<file path="config.mk">
export PLATFORM = sky130hd
export DESIGN_NAME = tcw_queue
export DESIGN_NICKNAME = d
export VERILOG_FILES = /design/src/sv/tcw_pkg.sv /design/src/sv/tcw_queue.sv
export SDC_FILE = /design/constraint.sdc
export NUM_CORES = 1
export LEC_CHECK = 0
export ABC_CLOCK_PERIOD_IN_PS = 7500
export BUFFER_PORTS_ARGS = -buffer_cell sky130_fd_sc_hd__buf_4
export CAP_MARGIN = 20
export CORE_UTILIZATION = 55
export DETAILED_ROUTE_END_ITERATION = 6
export PLACE_DENSITY_LB_ADDON = 0.15
export SYNTH_ARGS = -nofsm -noshare
export SYNTH_HDL_FRONTEND = slang
export SYNTH_SLANG_ARGS = --single-unit
</file>
<file path="constraint.sdc">
create_clock -name clk -period 7.5 [get_ports clk]
set_clock_uncertainty 0.15 [all_clocks]
set_input_delay 0.375 -clock clk [delete_from_list [all_inputs] [get_ports clk]]
set_output_delay 0.375 -clock clk [all_outputs]
set_load 0.05 [all_outputs]
</file>
<file path="src/sv/tcw_pkg.sv">
// ----------------------------------------------------------------------------
// tcw_pkg
// Shared constants, types and command codes of the text console writer.
// ----------------------------------------------------------------------------
package tcw_pkg;

  // Screen geometry.
  localparam int COLUMNS = 80;
  localparam int ROWS    = 25;
  localparam int CELLS   = COLUMNS * ROWS;
  localparam int ADDR_W  = $clog2(CELLS);

  // Field widths.
  localparam int CMD_W  = 2;
  localparam int CHAR_W = 8;
  localparam int COL_W  = 7;
  localparam int ROW_W  = 5;
  localparam int IDX_W  = 11;
  localparam int ATTR_W = 8;
  localparam int CELL_W = ATTR_W + CHAR_W;

  // Queue between the front and the back.
  localparam int QUEUE_DEPTH = 2;
  localparam int QPTR_W      = $clog2(QUEUE_DEPTH);

  // Register port.
  localparam int CFG_ADDR_W = 3;
  localparam int CFG_DATA_W = 32;
  localparam logic [CFG_ADDR_W-3:0] REG_TEXT_ATTR = '0;

  // Command codes.
  localparam logic [CMD_W-1:0] CMD_WRITE  = 2'd0;
  localparam logic [CMD_W-1:0] CMD_CLEAR  = 2'd1;
  localparam logic [CMD_W-1:0] CMD_SETCUR = 2'd2;
  localparam logic [CMD_W-1:0] CMD_READ   = 2'd3;

  // Character codes.
  localparam logic [CHAR_W-1:0] CHAR_TAB      = 8'h09;
  localparam logic [CHAR_W-1:0] CHAR_LF       = 8'h0A;
  localparam logic [CHAR_W-1:0] CHAR_CR       = 8'h0D;
  localparam logic [CHAR_W-1:0] CHAR_SPACE    = 8'h20;
  localparam logic [CHAR_W-1:0] CHAR_PRINT_LO = 8'h20;
  localparam logic [CHAR_W-1:0] CHAR_PRINT_HI = 8'h7F;
  localparam int                TAB_STEP      = 8;

  localparam logic [ATTR_W-1:0] DEFAULT_ATTR = 8'h07;

  typedef logic [ADDR_W-1:0] addr_t;
  typedef logic [COL_W-1:0]  col_t;
  typedef logic [ROW_W-1:0]  row_t;

  // One classified command, as the back executes it.
  typedef struct packed {
    logic              wr_en;
    logic              rd_en;
    logic              clear;
    logic              scroll;
    logic [CHAR_W-1:0] ch;
    addr_t             addr;
    addr_t             scroll_base;
    col_t              col;
    row_t              row;
  } tcw_op_t;

endpackage

</file>
<file path="src/sv/tcw_queue.sv">
// ----------------------------------------------------------------------------
// tcw_queue
// Short first-in first-out queue of operations between the front and the back.
// ----------------------------------------------------------------------------
module tcw_queue (
  input  logic             clk,
  input  logic             rst_n,
  input  logic             push,
  input  tcw_pkg::tcw_op_t push_data,
  output logic             full,
  input  logic             pop,
  output tcw_pkg::tcw_op_t head,
  output logic             head_valid
);
  import tcw_pkg::*;

  tcw_op_t             slot_r [QUEUE_DEPTH];
  logic [QPTR_W-1:0]   wr_ptr_r, rd_ptr_r;
  logic [QPTR_W:0]     count_r;

  function automatic logic [QPTR_W-1:0] ptr_inc(input logic [QPTR_W-1:0] p);
    return (p == QPTR_W'(QUEUE_DEPTH - 1)) ? '0 : p + QPTR_W'(1);
  endfunction

  assign full       = (count_r == (QPTR_W+1)'(QUEUE_DEPTH));
  assign head_valid = (count_r != '0);
  assign head       = slot_r[rd_ptr_r];

  always_ff @(posedge clk) begin
    if (push) begin
      slot_r[wr_ptr_r] <= push_data;
    end
  end

  always_ff @(posedge clk) begin
    if (!rst_n) begin
      wr_ptr_r <= '0;
      rd_ptr_r <= '0;
      count_r  <= '0;
    end else begin
      if (push) begin
        wr_ptr_r <= ptr_inc(wr_ptr_r);
      end
      if (pop) begin
        rd_ptr_r <= ptr_inc(rd_ptr_r);
      end
      if (push && !pop) begin
        count_r <= count_r + (QPTR_W+1)'(1);
      end else if (pop && !push) begin
        count_r <= count_r - (QPTR_W+1)'(1);
      end
    end
  end

endmodule

</file>
* After elaboration in Yosys (flattened, before gate mapping) *
Memory sizes are Yosys's and may differ from the RTL's. A register that Yosys moved wholly into a read port is not among the register bits.
Index checks and enable logic that the tools add are counted.

cells by class
  $mul = 0
  bitwise logic cells = 0
  reductions and logical operators = 6
  add/sub/neg operators = 4
  div/mod/pow operators = 0
  muxes and demuxes = 8
  eq/ne operators = 1
  $lt $le $gt $ge = 0
  shifts and indexed selects = 0

operators with widths
  operator                                           count
  2-to-1 mux 1 bit                                   6
  2-to-1 mux 2 bit                                   2
  nonzero test 2 bit                                 2
  adder 1 bit (second input constant)                2
  adder 2 x 1 -> 2 bit (second input constant)       1
  equality test 2 bit (second input constant)        1
  logical AND 1 bit                                  2
  zero test 1 bit                                    2
  subtractor 2 x 1 -> 2 bit (second input constant)  1

word-level totals
  output and inout bits = 48
  word-level logic and storage cells = 23
  ROM bits = 0
  register bits after elaboration = 4
  memory bits (writable) = 92
  input bits = 50
  memories = 1
  latch bits = 0

memories
  memory  depth  bits a word  rd ports  clocked after Yosys merged registers in  write ports  line             RTL
  slot_r  2      46           1         1                                        1            tcw_queue.sv:17  tcw_op_t slot_r [QUEUE_DEPTH];

* Depth between registers and ports, before layout *
  word-level depth = 4
  depth in mapped cells = 5

* Worst setup path after synthesis *
OpenSTA, ideal clock, no wires.

  kind = input -> register
  start = input push
  end = memory slot_r[0][0] in the netlist's numbering, enable pin
  arrival = 2.452 ns
  cell stages on the path = 1
  buffers on the path = 0
  slack = 4.442 ns
  cells stage by stage = nor2b_1

on the way
  word-level cells in the longest chain between the ends = 2

ends and longest elaborated chain
  item                                    line             RTL
  start: declaration                      tcw_queue.sv:8   input logic push,
  2-to-1 mux 1 bit                        tcw_queue.sv:30  if (push) begin
  2-to-1 mux 1 bit (not written as such)  tcw_queue.sv:31  slot_r[wr_ptr_r] <= push_data;
  end: declaration                        tcw_queue.sv:17

Every way passes these cells.

==> results by group <==
Status
  • Status: completed

Critical path
  • CP max-delay cell: dfxtp_2
  • Worst Path Required: 6.97 ns
  • Critical Path, Cell by Cell: buf_16 -> mux2_2 -> buf_4
  • Reg2reg start: wr_ptr_r$_SDFFE_PN0P_
  • CP peak stage delay: 0.71 ns
  • CP delay by family, top: flip-flops
  • Largest fanout on the critical path: 24
  • Crit Path Category: flop to output pin
  • CP endpoint kind: output pin
  • CP bufs+invs: 2
  • R2R setup slack: 5.69 ns
  • Stages on worst setup path: 3
  • Startpoint Class: flop
  • Worst Path Arrival: 1.88 ns
  • Reg2reg path depth: 2
  • Crit Reg-Reg Endpoint: slot_r[0][19]$_DFFE_PP_

Global routing
  • Grt total ovfl: 0
  • Pin count of the biggest net entering global routing: between 40 and 50
  • Antenna violations before repair: 0
  • GRT Total Usage: 0.175
  • First-pass GRT wire length: 8.34 mm
  • Vias in the first global route: 1811

Floorplan
  • Starting Density: 0.586
  • Die Wd: 82.4 um
  • Die area: 6790 um2
  • Row count: 28
  • CORE AREA: between 6000 and 7000 um2
  • Ports: 98
  • Die Ht: 82.4 um

Yosys
  • Post-Syn Nets: 216
  • Synth Cell Area: 3550 um2
  • Largest family of logic cells by synthesized area: multiplexers
  • Synth Area in Adders: 0.00352
  • Mux cell area share after synthesis: 0.146
  • Synthesized flop and latch total: 97
  • Post-Synthesis Cells: ~170
  • Top-area cell type share of the netlist area: 0.777
  • Post-Synthesis Mean Instance Area: approximately 22 um2
  • Simple-Gate Fraction of Synth Area: 0.0165
  • Area leader, netlist: edfxtp_1
  • Top cells by area, synth: edfxtp_1, mux2_2, dfxtp_1
  • Synth unique cells: 17
  • Yosys warns: 0
  • Synth Area in Compound Gates: 0.00563
  • Sequential fraction of the synthesis area: 0.805
  • Xor/xnor share of the synthesized area: 0.00739

Clock tree
  • Post-CTS Hold Buffers: 0
  • Clock Root Buffer: clkbuf_8
  • H-Tree Depth: 3
  • Skew-Pair Late Insertion Delay: ~0.34 ns
  • Clk slew on worst S/H paths: 0.09 ns
  • Inserted Clock Buffers: 9
  • CTS Buffer Depth: 2
  • Setup Fix Bufs, Post-CTS: 0
  • CTS sink cnt: 97
  • Cts repair resizes: 0
  • CTS tree: done

Layout
  • Fin util: 0.760
  • N_diodes: 0
  • Area Growth Syn to Fin: 29.6%
  • Final instance area: between 4000 and 5000 um2
  • Nets: 322
  • Fillers: 370
  • Layout cells sized above 1: 0.594

Power and ir drop
  • Leak pwr: 1.74 nW
  • Pwr dens: 264 nW/um2
  • Worst vdd ir: 0.000212 V

STA
  • RSZ-0062 raised after global routing: false
  • Hold Vio Cnt, Final: 0
  • Final setup TNS: 0 ns
  • Rel. slew slack: 0.556
  • Fin crit period: ~2.4 ns
  • FMAX: 0.416 GHz
  • Final Setup Violations: 0
  • Setup ws final: 5.10 ns
  • Tcrit/Tclk final: 0.320
  • Final slew viol count: 0
  • Hold_ws: 0.0551 ns
  • Least-Margin Pin Slew: 0.664 ns

Detailed routing
  • Vias per cell: roughly 5.1
  • Post-route ant nets: 0
  • Avg WL per Cell: about 16 um
  • Remaining DRCs: 0
  • Vias: 1778
  • Drt first pass iters: 4
  • Aggregate routed wire length: 5.77 mm
  • Initial DRC count: 52

Job
  • Max_cap viols: 0

Placed design
  • Port-buffer cells: 97
  • Final GP Congestion: 0.710
  • Post-DP HPWL: 3.64 mm
  • Pre-CTS setup slack: 5.25 ns
  • Post-DP Area: approximately 4300 um2

Worst hold path
  • HP Start: push_data[24]
  • HP Class: input port to flop
  • Hold Path Stages: 1
  • End of the worst hold path: slot_r[0][24]$_DFFE_PP_
power breakdown:
part / total [mW] / switching, mW / internal (mW) / leakage (nW)
Sequential: 0.636 / 0.0121 / 0.624 / 0.905
Clock: 0.352 / 0.166 / 0.186 / 0.0976
Combinational: 0.229 / 0.142 / 0.0863 / 0.733
Yosys cell counts (all sizes together):
library cell / number
a21boi: 1
and2b: 1
ha: 1
mux2: 46
buf: 5
xor2: 2
or2: 1
dfxtp: 5
or3: 1
edfxtp: 92
xnor2: 1
inv: 1
o21ai: 1
o21a: 1
nor2b: 2
and2: 4
worst max-delay path by stage:
stage,end
final,head[37]
after CTS,head[32]
after floorplan,slot_r[0][0]$_DFFE_PP_
after global routing,head[37]
after detailed placement,head[32]
after global placement,head[32]
per-layer routing:
layer / vias to the layer above / global-route usage / share of wire / wire length, um
li1: 851 / - / - / -
met1: 854 / 0.188 / 0.38 / 2200
met2: 63 / 0.310 / 0.53 / 3060
met3: 10 / 0.0549 / 0.072 / 417
met4: 0 / 0.0895 / 0.015 / 88
met5: - / 0 / 0 / 0
area by class of cell:
class | instances | area [um2] | area share
flip-flops and latches | 97 | 2860 | 0.622
well taps | 75 | 93.8 | 0.0204
multi-input cells | 62 | 644 | 0.140
inverters | 1 | 3.75 | 0.000815
repair buffers | 100 | 791 | 0.172
clock inverters | 6 | 82.6 | 0.0179
clock buffers | 10 | 128 | 0.0277
logic make-up after synthesis:
logic type	after synthesis
AOI/OAI and AO/OA	3
buffers and inverters	6
DFF	97
and+or+nand+nor	9
adders and majority gates	1
xor gates and xnor gates	3
muxes	46
stage by stage:
step	cells	power, mW
2_1_floorplan	165	0.803
3_3_place_gp	333	0.871
3_5_place_dp	333	0.874
4_1_cts	349	1.22
5_1_grt	351	1.25
6_report	351	1.22
sequential cells by signal, indices dropped and copies added, names as in the netlist, named ones only:
register	flops
slot_r	92
rd_ptr_r	1
count_r	2
wr_ptr_r	1
cell usage in the layout, fill, tap and decap left out, types with 2 or more instances in the layout:
cell / n
dfxtp_1: 4
edfxtp_1: 92
bufinv_16: 2
clkbuf_8: 9
xor2_1: 2
clkinvlp_4: 2
clkinv_1: 2
and2_1: 3
buf_16: 2
buf_4: 98
mux2_2: 46
(Power assumes the default switching activity.)
