**src/sv/tcw_pkg.sv**
```systemverilog
// ----------------------------------------------------------------------------
// tcw_pkg
// Shared constants, types and command codes of the text console writer.
// ----------------------------------------------------------------------------
package tcw_pkg;

  // Screen geometry.
  localparam int COLUMNS = 80;
  localparam int ROWS    = 25;
  localparam int CELLS   = COLUMNS * ROWS;
  localparam int ADDR_W  = $clog2(CELLS);

  // Field widths.
  localparam int CMD_W  = 2;
  localparam int CHAR_W = 8;
  localparam int COL_W  = 7;
  localparam int ROW_W  = 5;
  localparam int IDX_W  = 11;
  localparam int ATTR_W = 8;
  localparam int CELL_W = ATTR_W + CHAR_W;

  // Queue between the front and the back.
  localparam int QUEUE_DEPTH = 2;
  localparam int QPTR_W      = $clog2(QUEUE_DEPTH);

  // Register port.
  localparam int CFG_ADDR_W = 3;
  localparam int CFG_DATA_W = 32;
  localparam logic [CFG_ADDR_W-3:0] REG_TEXT_ATTR = '0;

  // Command codes.
  localparam logic [CMD_W-1:0] CMD_WRITE  = 2'd0;
  localparam logic [CMD_W-1:0] CMD_CLEAR  = 2'd1;
  localparam logic [CMD_W-1:0] CMD_SETCUR = 2'd2;
  localparam logic [CMD_W-1:0] CMD_READ   = 2'd3;

  // Character codes.
  localparam logic [CHAR_W-1:0] CHAR_TAB      = 8'h09;
  localparam logic [CHAR_W-1:0] CHAR_LF       = 8'h0A;
  localparam logic [CHAR_W-1:0] CHAR_CR       = 8'h0D;
  localparam logic [CHAR_W-1:0] CHAR_SPACE    = 8'h20;
  localparam logic [CHAR_W-1:0] CHAR_PRINT_LO = 8'h20;
  localparam logic [CHAR_W-1:0] CHAR_PRINT_HI = 8'h7F;
  localparam int                TAB_STEP      = 8;

  localparam logic [ATTR_W-1:0] DEFAULT_ATTR = 8'h07;

  typedef logic [ADDR_W-1:0] addr_t;
  typedef logic [COL_W-1:0]  col_t;
  typedef logic [ROW_W-1:0]  row_t;

  // One classified command, as the back executes it.
  typedef struct packed {
    logic              wr_en;
    logic              rd_en;
    logic              clear;
    logic              scroll;
    logic [CHAR_W-1:0] ch;
    addr_t             addr;
    addr_t             scroll_base;
    col_t              col;
    row_t              row;
  } tcw_op_t;

endpackage

```
**src/sv/tcw_front.sv**
```systemverilog
// ----------------------------------------------------------------------------
// tcw_front
// Accepts commands, tracks the cursor and the scroll offset, and turns each
// command into one operation for the cell store.
// ----------------------------------------------------------------------------
module tcw_front (
  input  logic                         clk,
  input  logic                         rst_n,
  input  logic                         in_valid,
  output logic                         in_stall,
  input  logic [tcw_pkg::CMD_W-1:0]    in_cmd,
  input  logic [tcw_pkg::CHAR_W-1:0]   in_char_code,
  input  logic [tcw_pkg::COL_W-1:0]    in_new_col,
  input  logic [tcw_pkg::ROW_W-1:0]    in_new_row,
  input  logic [tcw_pkg::IDX_W-1:0]    in_cell_index,
  input  logic                         busy,
  output logic                         push,
  output tcw_pkg::tcw_op_t             op
);
  import tcw_pkg::*;

  col_t  col_r, col_nxt;
  row_t  row_r, row_nxt;
  addr_t top_base_r, top_base_nxt;

  logic [COL_W:0]  colx;
  logic [ROW_W:0]  rowx;
  logic [COL_W:0]  tab_sum;
  logic [ADDR_W:0] lin_wr;
  logic [ADDR_W:0] lin_rd;
  logic [ADDR_W:0] top_step;

  // Folds a sum of two in-range addresses back into the store.
  function automatic addr_t wrap_addr(input logic [ADDR_W:0] a);
    logic [ADDR_W:0] d;
    d = a - (ADDR_W+1)'(CELLS);
    return (a >= (ADDR_W+1)'(CELLS)) ? d[ADDR_W-1:0] : a[ADDR_W-1:0];
  endfunction

  assign in_stall = busy;
  assign push     = in_valid && !busy;

  assign tab_sum  = {1'b0, col_r} + (COL_W+1)'(TAB_STEP);
  assign lin_wr   = (ADDR_W+1)'(row_r) * (ADDR_W+1)'(COLUMNS) + (ADDR_W+1)'(col_r)
                    + {1'b0, top_base_r};
  assign lin_rd   = (ADDR_W+1)'(in_cell_index) + {1'b0, top_base_r};
  assign top_step = (ADDR_W+1)'(COLUMNS) + {1'b0, top_base_r};

  always_comb begin
    op           = '0;
    op.addr      = wrap_addr(lin_wr);
    op.scroll_base = top_base_r;
    colx         = {1'b0, col_r};
    rowx         = {1'b0, row_r};
    col_nxt      = col_r;
    row_nxt      = row_r;
    top_base_nxt = top_base_r;
    case (in_cmd)
      CMD_WRITE: begin
        if (in_char_code == CHAR_LF) begin
          colx = '0;
          rowx = rowx + (ROW_W+1)'(1);
        end else if (in_char_code == CHAR_CR) begin
          colx = '0;
        end else if (in_char_code == CHAR_TAB) begin
          colx = tab_sum & ~(COL_W+1)'(TAB_STEP - 1);
        end else if (in_char_code inside {[CHAR_PRINT_LO:CHAR_PRINT_HI]}) begin
          op.wr_en = 1'b1;
          op.ch    = in_char_code;
          colx     = colx + (COL_W+1)'(1);
        end
        if (colx >= (COL_W+1)'(COLUMNS)) begin
          colx = '0;
          rowx = rowx + (ROW_W+1)'(1);
        end
        if (rowx >= (ROW_W+1)'(ROWS)) begin
          op.scroll    = 1'b1;
          rowx         = rowx - (ROW_W+1)'(1);
          top_base_nxt = wrap_addr(top_step);
        end
        col_nxt = colx[COL_W-1:0];
        row_nxt = rowx[ROW_W-1:0];
      end
      CMD_CLEAR: begin
        op.clear     = 1'b1;
        col_nxt      = '0;
        row_nxt      = '0;
        top_base_nxt = '0;
      end
      CMD_SETCUR: begin
        if ({1'b0, in_new_col} < (COL_W+1)'(COLUMNS)) begin
          col_nxt = in_new_col;
        end
        if ({1'b0, in_new_row} < (ROW_W+1)'(ROWS)) begin
          row_nxt = in_new_row;
        end
      end
      CMD_READ: begin
        if (32'(in_cell_index) < 32'(CELLS)) begin
          op.rd_en = 1'b1;
          op.addr  = wrap_addr(lin_rd);
        end
      end
      default: begin
      end
    endcase
    op.col = col_nxt;
    op.row = row_nxt;
  end

  always_ff @(posedge clk) begin
    if (!rst_n) begin
      col_r      <= '0;
      row_r      <= '0;
      top_base_r <= '0;
    end else if (push) begin
      col_r      <= col_nxt;
      row_r      <= row_nxt;
      top_base_r <= top_base_nxt;
    end
  end

endmodule

```
**config.mk**
```make
export PLATFORM = sky130hd
export DESIGN_NAME = tcw_front
export DESIGN_NICKNAME = d
export VERILOG_FILES = /design/src/sv/tcw_pkg.sv /design/src/sv/tcw_front.sv
export SDC_FILE = /design/constraint.sdc
export NUM_CORES = 1
export LEC_CHECK = 0
export BUFFER_PORTS_ARGS = -buffer_cell sky130_fd_sc_hd__buf_4
export CAP_MARGIN = 20
export CORE_MARGIN = 2
export CORE_UTILIZATION = 35
export DETAILED_ROUTE_END_ITERATION = 10
export PLACE_DENSITY = 0.57
export SLEW_MARGIN = 5
export SYNTH_ARGS = -nofsm -noshare
export SYNTH_HDL_FRONTEND = slang
export SYNTH_SLANG_ARGS = --single-unit
```
**constraint.sdc**
```tcl
create_clock -name clk -period 5.6 [get_ports clk]
set_input_delay 1.12 -clock clk [delete_from_list [all_inputs] [get_ports clk]]
set_output_delay 1.12 -clock clk [all_outputs]
set_load 0.02 [all_outputs]
```
## Word level (Yosys, flattened, before mapping)

Index checks and enable logic that the tools add are counted.

- Bits in registers: 23
- Input port bits: 37
- Output and inout port bits: 48
- Word-level logic and storage cells: 75

- Add/sub/neg operators: 12
- $mul: 1
- Magnitude comparators: 10
- Equal/unequal tests: 7
- Muxes and demuxes: 36
- Reductions and logical operators: 6

Operators by type and width:

| cell | number |
|---|---|
| 8-bit two-way mux | 9 |
| 11-bit two-way mux | 6 |
| 12-bit by 11-bit >= comparator with 1-bit output (second input constant) | 3 |
| 11-bit subtractor (second input constant) | 3 |
| 8-bit by 4-bit equality test with 1-bit output (second input constant) | 3 |
| 6-bit two-way mux | 4 |
| 11-bit case mux with 2 select lines | 1 |
| 7-bit case mux with 3 select lines | 1 |
| 5-bit case mux with 3 select lines | 1 |
| 7-bit two-way mux | 2 |
| 11-bit by 11-bit adder with 12-bit output | 1 |
| 12-bit by 11-bit adder with 12-bit output | 1 |
| 12-bit by 7-bit adder with 12-bit output | 1 |
| 7-bit by 11-bit adder with 12-bit output (first input constant) | 1 |
| 11-bit less-than comparator (second input constant) | 1 |
| 5-bit two-way mux | 2 |
| 1-bit two-way mux | 9 |
| 9-bit two-way mux | 1 |
| 7-bit by 1-bit adder with 8-bit output (second input constant) | 1 |
| 7-bit by 4-bit adder with 8-bit output (second input constant) | 1 |
| 8-bit by 6-bit >= comparator with 1-bit output (second input constant) | 1 |
| 8-bit by 7-bit >= comparator with 1-bit output (second input constant) | 1 |
| 8-bit by 7-bit <= comparator with 1-bit output (second input constant) | 1 |
| 5-bit by 3-bit multiplier with 8-bit output (second input constant) | 1 |
| other kinds (14) | 16 |

## Longest topological paths before layout

Gate-level depths: netlist (run 1).

- Depth after elaboration: 13
- Mapped depth: 15
- Mapped depth without buffers: 14

## Least setup slack after synthesis (run 1)

No wires, ideal clock.

- Path kind: in2out
- From: input port in_cell_index[5] (netlist name)
- To: output port op[30] (netlist name)
- Arrival: 3.888 ns
- Data required time: 4.480 ns
- Setup slack: 0.592 ns
- Stages on the path: 12
- Path buffers: 1
- Cells stage by stage: ha_1 > a21oi_1 > xor2_1 > nor4b_1 > o2111ai_1 > and3b_1 > clkbuf_1 > or3_1 > a21oi_1 > xnor2_1 > nor2_1 > a21oi_1

RTL lines:

| element | RTL line | source |
|---|---|---|
| start: declaration | tcw_front.sv:15 | `input logic [tcw_pkg::IDX_W-1:0] in_cell_index,` |
| end: declaration | tcw_front.sv:18 | `output tcw_pkg::tcw_op_t op` |

==> impl_metrics.py, run 1 <==
metrics = {
    "synthesis": {
        "yosysWarnings": 0,
        "synthFlopType": "dfxtp_1",
        "synth_edf_count": 0,
        "synth_top_area_share_pct": 11.38,
        "ys_seq_area_share_pct": 9.886,
        "avgSynthCellArea_um2": 7.273,
        "synth_area_leader_cell": "ha_1",
        "ys_types": 79,
        "async_flop_share_pct": 0,
        "synthTopCellsByArea": "ha_1 11%, dfxtp_1 9.9%, xnor2_1 5.9%",
        "ys_seq_elements": 19,
        "netlist_instances": 529,
        "netlist_area_um2": 3847,
    },
    "worst_setup_path": {
        "crit_path_max_fanout": 10,
        "timing.rr.end": "top_base_r[4]",
        "cp-start-kind": "input pin",
        "worstPathRequired_ns": 4.48,
        "worst-r2r-setup-slack_ns": 2.44,
        "cp-end-kind": "output port",
        "r2r_cells": 11,
        "setup.worst_path.class": "in -> out",
        "worstReg2RegStart": "col_r[3]",
        "startpoint": "in_char_code[5]",
        "crit_path_end": "op[0]",
        "cp_data_arrival_time_ns": 4.09,
    },
    "timing": {
        "rsz0062_at_grt": "no",
        "fin_tns_setup_ns": 0,
        "worst_pin_slew_ns": 0.7992,
        "final-setup-viol-count": 0,
        "finClkSkew_ns": 0.002282,
        "fin_crit_sh_pct": 93.06,
        "slew_headroom_pct": 46.72,
        "finalHoldViolCount": 0,
        "layout_min_cycle_time_ns": 5.212,
        "drv_slew": 0,
        "max_freq_ghz": 0.1919,
    },
    "place": {
        "gp_congestion": 0.9329,
        "port_buffers": 79,
        "hpwl_um": 9682,
        "place_area_um2": 4548,
    },
    "route": {
        "drt_pass1_iterations": 5,
        "drt.antenna.violating_nets": 0,
        "drt-initial-drc-count": 264,
        "drt-total-wl_um": 11850,
        "drc": 0,
        "via_count": 4070,
        "viasPerCell": 5.568,
        "post_drt_wl_per_cell_um": 16.21,
    },
    "layout": {
        "fill_cells": 1132,
        "final_common_cell": "buf_4",
        "nets": 668,
        "most-common-layout-cells": "89 x buf_4, 56 x nand2_1, 50 x nor2_1",
        "drive_above_1_share_pct": 21.15,
        "fin_util_pct": 42.59,
        "num_antenna_cells": 0,
        "final_area_um2": 4597,
        "area_growth_pct": 19.48,
    },
    "pwr": {
        "intPower_mw": 0.2993,
        "power_frac_clock_pct": 19.4,
        "power.switching_mw": 0.2076,
        "pwr-share-comb_pct": 51.1,
        "ir_drop_mv": 0.08807,
        "seqPwrFrac_pct": 29.5,
        "p_leak_nw": 2.048,
        "p_total_mw": 0.5069,
        "power_density_nw_per_um2": 110.3,
        "p_sw_share_pct": 40.95,
    },
    "job": {
        "maxCapViolCount": 0,
    },
    "grt": {
        "grt_max_degree": 21,
        "grt_first_pass_wirelength_um": 18970,
        "grt_pass1_vias": 3730,
        "antenna_found_initial": 0,
        "grtUsageTotal_pct": 19.84,
        "gr-total-overflow": 0,
    },
    "die": {
        "die_h_um": 108.8,
        "core-area_um2": 10790,
        "die_x_um": 108.8,
        "rows": 38,
        "io_pins": 85,
        "dieArea_um2": 11850,
        "initial_core_util_pct": 35.65,
    },
    "clock_network": {
        "clk_latency_ns": 0.25,
        "cts_root_buffer": "clkbuf_8",
        "h-tree-depth": 1,
        "clkTransAtPathRegs_ns": 0.08,
        "clockBufferDepth": 2,
        "cts_made_buffers": 3,
        "cts_tree": "built",
        "cts_sinks": 19,
        "postCtsSetupRepairBufs": 0,
    },
    "run_status": {
        "status": "finished, final reports clean",
    },
    "hold_path": {
        "hold_path.class": "reg -> reg",
    },
}
[metrics by stage]
step	hold slack [ns]	cells	setup WS, ns
floorplan	0.5275	534	0.5918
global placement	0.5952	727	0.3851
detailed placement	0.5957	727	0.3605
CTS	0.6079	731	0.3455
global route	0.6475	731	0.1527
finish	0.6030	731	0.3884
[flip-flops by register name (all words and copies together), names as in the netlist]
name        count
row_r           5
top_base_r      7
col_r           7
[power groups by stage]
stage,sequential [mW],combinational (mW),clock [mW]
after floorplan,0.149,0.169,0
after global placement,0.153,0.256,0
after detailed placement,0.153,0.258,0
after CTS,0.150,0.259,0.101
after global routing,0.151,0.282,0.107
final,0.150,0.259,0.0985
[routing by layer]
layer | GRT usage (%) | up-vias | routed length [um]
li1 | - | 2046 | -
met1 | 29.19 | 1883 | 5748
met3 | 1.674 | 12 | 631
met5 | 0 | - | 0
met4 | 4.945 | 0 | 183
met2 | 31.12 | 129 | 5286
[critical path, cell delays in order]
cell and delay [ns]:
buf_4 0.14, nor4_2 0.32, and4b_1 0.52, nand2_1 0.09, nand2_1 0.11, ha_1 0.23
inv_1 0.09, o21ai_0 0.09, nor2_1 0.38, o21bai_4 0.14, a21boi_4 0.33, xnor2_1 0.14
o21ai_1 0.21, buf_4 0.18
[cell usage after synthesis (3+ instances only)]
master / n
nand2_1: 56
nor2_1: 50
a21oi_1: 36
ha_1: 35
o21ai_0: 31
xnor2_1: 26
clkbuf_1: 23
dfxtp_1: 19
inv_1: 19
nand3_1: 14
xor2_1: 13
and3_1: 12
mux2i_1: 9
nor3_1: 9
a21o_1: 7
nor2b_1: 7
nor3b_1: 7
or2_2: 7
a211oi_1: 6
a22o_1: 6
buf_4: 6
a21boi_0: 5
a31oi_1: 5
nand2b_1: 5
nor4_1: 5
o211ai_1: 5
a211o_1: 4
and2_1: 4
buf_1: 4
fa_1: 4
nand4_1: 4
o211a_1: 4
o21ai_1: 4
o22ai_1: 4
o31ai_1: 4
and4b_1: 3
buf_2: 3
clkinv_1: 3
o21a_1: 3
o31a_1: 3
o32ai_2: 3
[cell families (layout without fill, tap and decap cells)]
kind of cell,count (synthesis),in the layout,share of synthesized area [%]
adder cells (fa/ha/maj),40,40,13.72
XOR/XNOR,40,40,9.301
AO/OA/AOI/OAI,162,162,30.86
multiplexers,9,9,2.342
flip-flops,19,19,9.886
other,1,6,0.09747
buffers and inverters,58,115,6.341
AND/OR/NAND/NOR,200,200,27.45
[final cells by class]
| class | count | area [um^2] | area share, % |
|---|---|---|---|
| clock buffer | 4 | 45.04 | 0.9799 |
| tap | 140 | 175.2 | 3.811 |
| sequential | 19 | 380.4 | 8.274 |
| multi-input combinational | 457 | 3246 | 70.60 |
| inverter | 22 | 82.58 | 1.796 |
| timing repair buffer | 89 | 668.1 | 14.53 |
[worst min path at each step]
stage | cells after the start | slack, ns | from | end
floorplan | 2 | 0.53 | col_r[5] | col_r[5]
global placement | 2 | 0.60 | col_r[5] | col_r[5]
detailed placement | 2 | 0.60 | col_r[5] | col_r[5]
CTS | 2 | 0.61 | col_r[5] | col_r[5]
global route | 2 | 0.65 | col_r[5] | col_r[5]
finish | 2 | 0.60 | col_r[5] | col_r[5]
[what timing repair did]
item                       CTS  global route
hold endpoints to repair     0             0
setup endpoints to repair    0             1
hold buffers                 0             0
resized for setup            0             1
Power figures use the tool's default switching activity.
==> run 2, diff against run 1 <==
--- a/config.mk
+++ b/config.mk
@@ -5,6 +5,7 @@
 export SDC_FILE = /design/constraint.sdc
 export NUM_CORES = 1
 export LEC_CHECK = 0
+export ABC_AREA = 1
 export BUFFER_PORTS_ARGS = -buffer_cell sky130_fd_sc_hd__buf_4
 export CAP_MARGIN = 20
 export CORE_MARGIN = 2
==> impl_metrics.py, run 2 <==
metrics = {
    "timing": {
        "drv_slew": 0,
        "holdWs_ns": 0.5807,
        "finalHoldViolCount": 0,
        "worst_pin_slew_ns": 0.8833,
        "fin_crit_sh_pct": 90.78,
        "fin_tns_setup_ns": 0,
        "slew_headroom_pct": 40.89,
        "finClkSkew_ns": 0.004500,
        "final-setup-viol-count": 0,
        "max_freq_ghz": 0.1967,
        "rsz0062_at_grt": "no",
        "layout_min_cycle_time_ns": 5.084,
    },
    "synthesis": {
        "synth_compound_area_share_pct": 14.93,
        "synth_edf_count": 0,
        "synthMuxAreaShare_pct": 0,
        "yosysMostFrequentCell": "nand2_1",
        "ys_types": 45,
        "avgSynthCellArea_um2": 6.093,
        "synth-adder-area-share_pct": 14.79,
        "async_flop_share_pct": 0,
        "synth_area_leader_cell": "nand2_1",
        "netlist_instances": 575,
        "ys_seq_area_share_pct": 10.86,
        "ys_seq_elements": 19,
        "synthTopCellsByArea": "nand2_1 14%, ha_1 13%, dfxtp_1 11%",
        "synth_xor_area_share_pct": 6.750,
        "synth_commonest_cells": "135 x nand2_1, 81 x inv_1, 46 x nand3_1, 46 x nor2_1, 35 x ha_1",
        "yosysWarnings": 0,
        "synthFlopType": "dfxtp_1",
        "yosys.area_share.simple_pct": 40.00,
        "synth_top_area_share_pct": 14.46,
        "netlist_area_um2": 3503,
        "synth_top_family_by_area": "simple AND/OR/NAND/NOR gates",
    },
    "pwr": {
        "p_total_mw": 0.5233,
        "p_leak_nw": 2.327,
        "p_sw_share_pct": 43.59,
        "ir_drop_mv": 0.07826,
        "seqPwrFrac_pct": 29.2,
        "power_frac_clock_pct": 19.6,
        "power.switching_mw": 0.2281,
        "intPower_mw": 0.2952,
        "power_density_nw_per_um2": 123.4,
        "pwr-share-comb_pct": 51.2,
    },
    "route": {
        "drt-total-wl_um": 10150,
        "drc": 0,
        "post_drt_wl_per_cell_um": 12.99,
        "via_count": 3860,
        "drt_pass1_iterations": 5,
        "drt.antenna.violating_nets": 0,
        "drt-initial-drc-count": 182,
        "viasPerCell": 4.942,
    },
    "layout": {
        "fill_cells": 1099,
        "nets": 725,
        "drive_above_1_share_pct": 19.75,
        "area_growth_pct": 21.07,
        "finalNonFillerCells": 781,
        "num_antenna_cells": 0,
        "top_regs": "col_r: 7 flops, top_base_r: 7 flops, row_r: 5 flops",
        "final_common_cell": "nand2_1",
        "most-common-layout-cells": "135 x nand2_1, 81 x inv_1, 80 x buf_4",
    },
    "place": {
        "hpwl_um": 8399,
        "gp_congestion": 0.8622,
        "place_inst": 777,
        "port_buffers": 79,
    },
    "die": {
        "die_h_um": 104.0,
        "io_pins": 85,
        "rows": 36,
        "die_x_um": 104.0,
        "dieArea_um2": 10830,
        "initial_core_util_pct": 36.01,
        "core-area_um2": 9729,
    },
    "clock_network": {
        "cts_tree": "built",
        "clk_latency_ns": 0.26,
        "cts_resized": 0,
        "ctsHoldBuffers": 0,
        "postCtsSetupRepairBufs": 0,
        "clkTransAtPathRegs_ns": 0.08,
        "cts_sinks": 19,
        "h-tree-depth": 1,
        "cts_root_buffer": "clkbuf_8",
        "cts_made_buffers": 3,
        "clockBufferDepth": 2,
    },
    "worst_setup_path": {
        "cp-end-kind": "output port",
        "setup.worst_path.class": "reg -> out",
        "cp-start-kind": "register",
        "crit_path_max_fanout": 8,
        "cp_data_arrival_time_ns": 3.96,
        "worstPathRequired_ns": 4.48,
        "r2r_cells": 16,
    },
    "grt": {
        "grt_max_degree": 21,
        "gr-total-overflow": 0,
        "grt_pass1_vias": 3550,
        "antenna_found_initial": 0,
        "grt_first_pass_wirelength_um": 16820,
        "grtUsageTotal_pct": 18.34,
    },
    "job": {
        "maxCapViolCount": 0,
    },
    "run_status": {
        "status": "finished, final reports clean",
    },
    "hold_path": {
        "hold_path.class": "reg -> reg",
        "whs_path_depth": 2,
    },
}
## run 2: cell count changes in the layout (fill, tap and decap cells not counted), sizes merged, moves of 8 or more
cell    previous run  this run
nand2             56       156
inv               19        90
nand3             16        48
xnor2             27         9
and3              12         0
buf               89        80
mux2i              9         0
a211oi             9         1
## run 2: final timing paths
check / from / slack [ns] / to
min: top_base_r[10] / 0.58 / top_base_r[10]
max reg2reg: row_r[1] / 2.99 / row_r[0]
max: row_r[3] / 0.52 / op[31]
min reg2reg: top_base_r[10] / 0.58 / top_base_r[10]
## run 2: cell families after synthesis
kind of cell    Yosys count
xor+xnor                 27
fa+ha+maj                39
simple gates            289
other cells               1
compound gates           92
buf+inv                 108
flops                    19
## run 2: power groups by stage
stage / clock (mW) / combinational, mW / sequential, mW
after floorplan: 0 / 0.180 / 0.152
after global placement: 0 / 0.266 / 0.155
after detailed placement: 0 / 0.267 / 0.156
after CTS: 0.104 / 0.268 / 0.152
after global routing: 0.111 / 0.299 / 0.154
final: 0.103 / 0.268 / 0.153
## run 2: layout make-up
class / instances / area [um^2] / share of cell area [%]
inverters: 92 / 347.8 / 8.201
clock buffers: 4 / 45.04 / 1.062
multi-input cells: 453 / 2701 / 63.69
well taps: 133 / 166.4 / 3.923
flip-flops and latches: 19 / 380.4 / 8.968
repair buffers: 80 / 600.6 / 14.16
## run 2: through the flow
step	instance area, um^2	util, %	worst slack (ns)
finish	4242	43.60	0.5163
global route	4242	43.60	0.1828
CTS	4242	43.60	0.5288
detailed placement	4197	43.13	0.8262
floorplan	3522	-	0.9750
global placement	4197	43.13	0.8831
## run 2: routing by layer
layer	up-vias	global-route usage, %	routed length [um]
met5	-	0	0
met4	0	3.861	127
met3	11	2.256	489
met2	103	32.10	4733
met1	1735	24.13	4797
li1	2011	-	-
## run 2: worst max-delay path, stage by stage (launching register included)
cell,delay [ns]
dfxtp_1,0.50
ha_1,0.30
ha_1,0.23
fa_1,0.43
ha_1,0.28
ha_1,0.33
a21oi_1,0.17
o21ai_0,0.15
xor2_1,0.18
nor2_1,0.18
nand3_1,0.09
nand3_1,0.21
nand3_1,0.13
xor2_1,0.15
o21ai_0,0.16
inv_1,0.05
buf_4,0.15
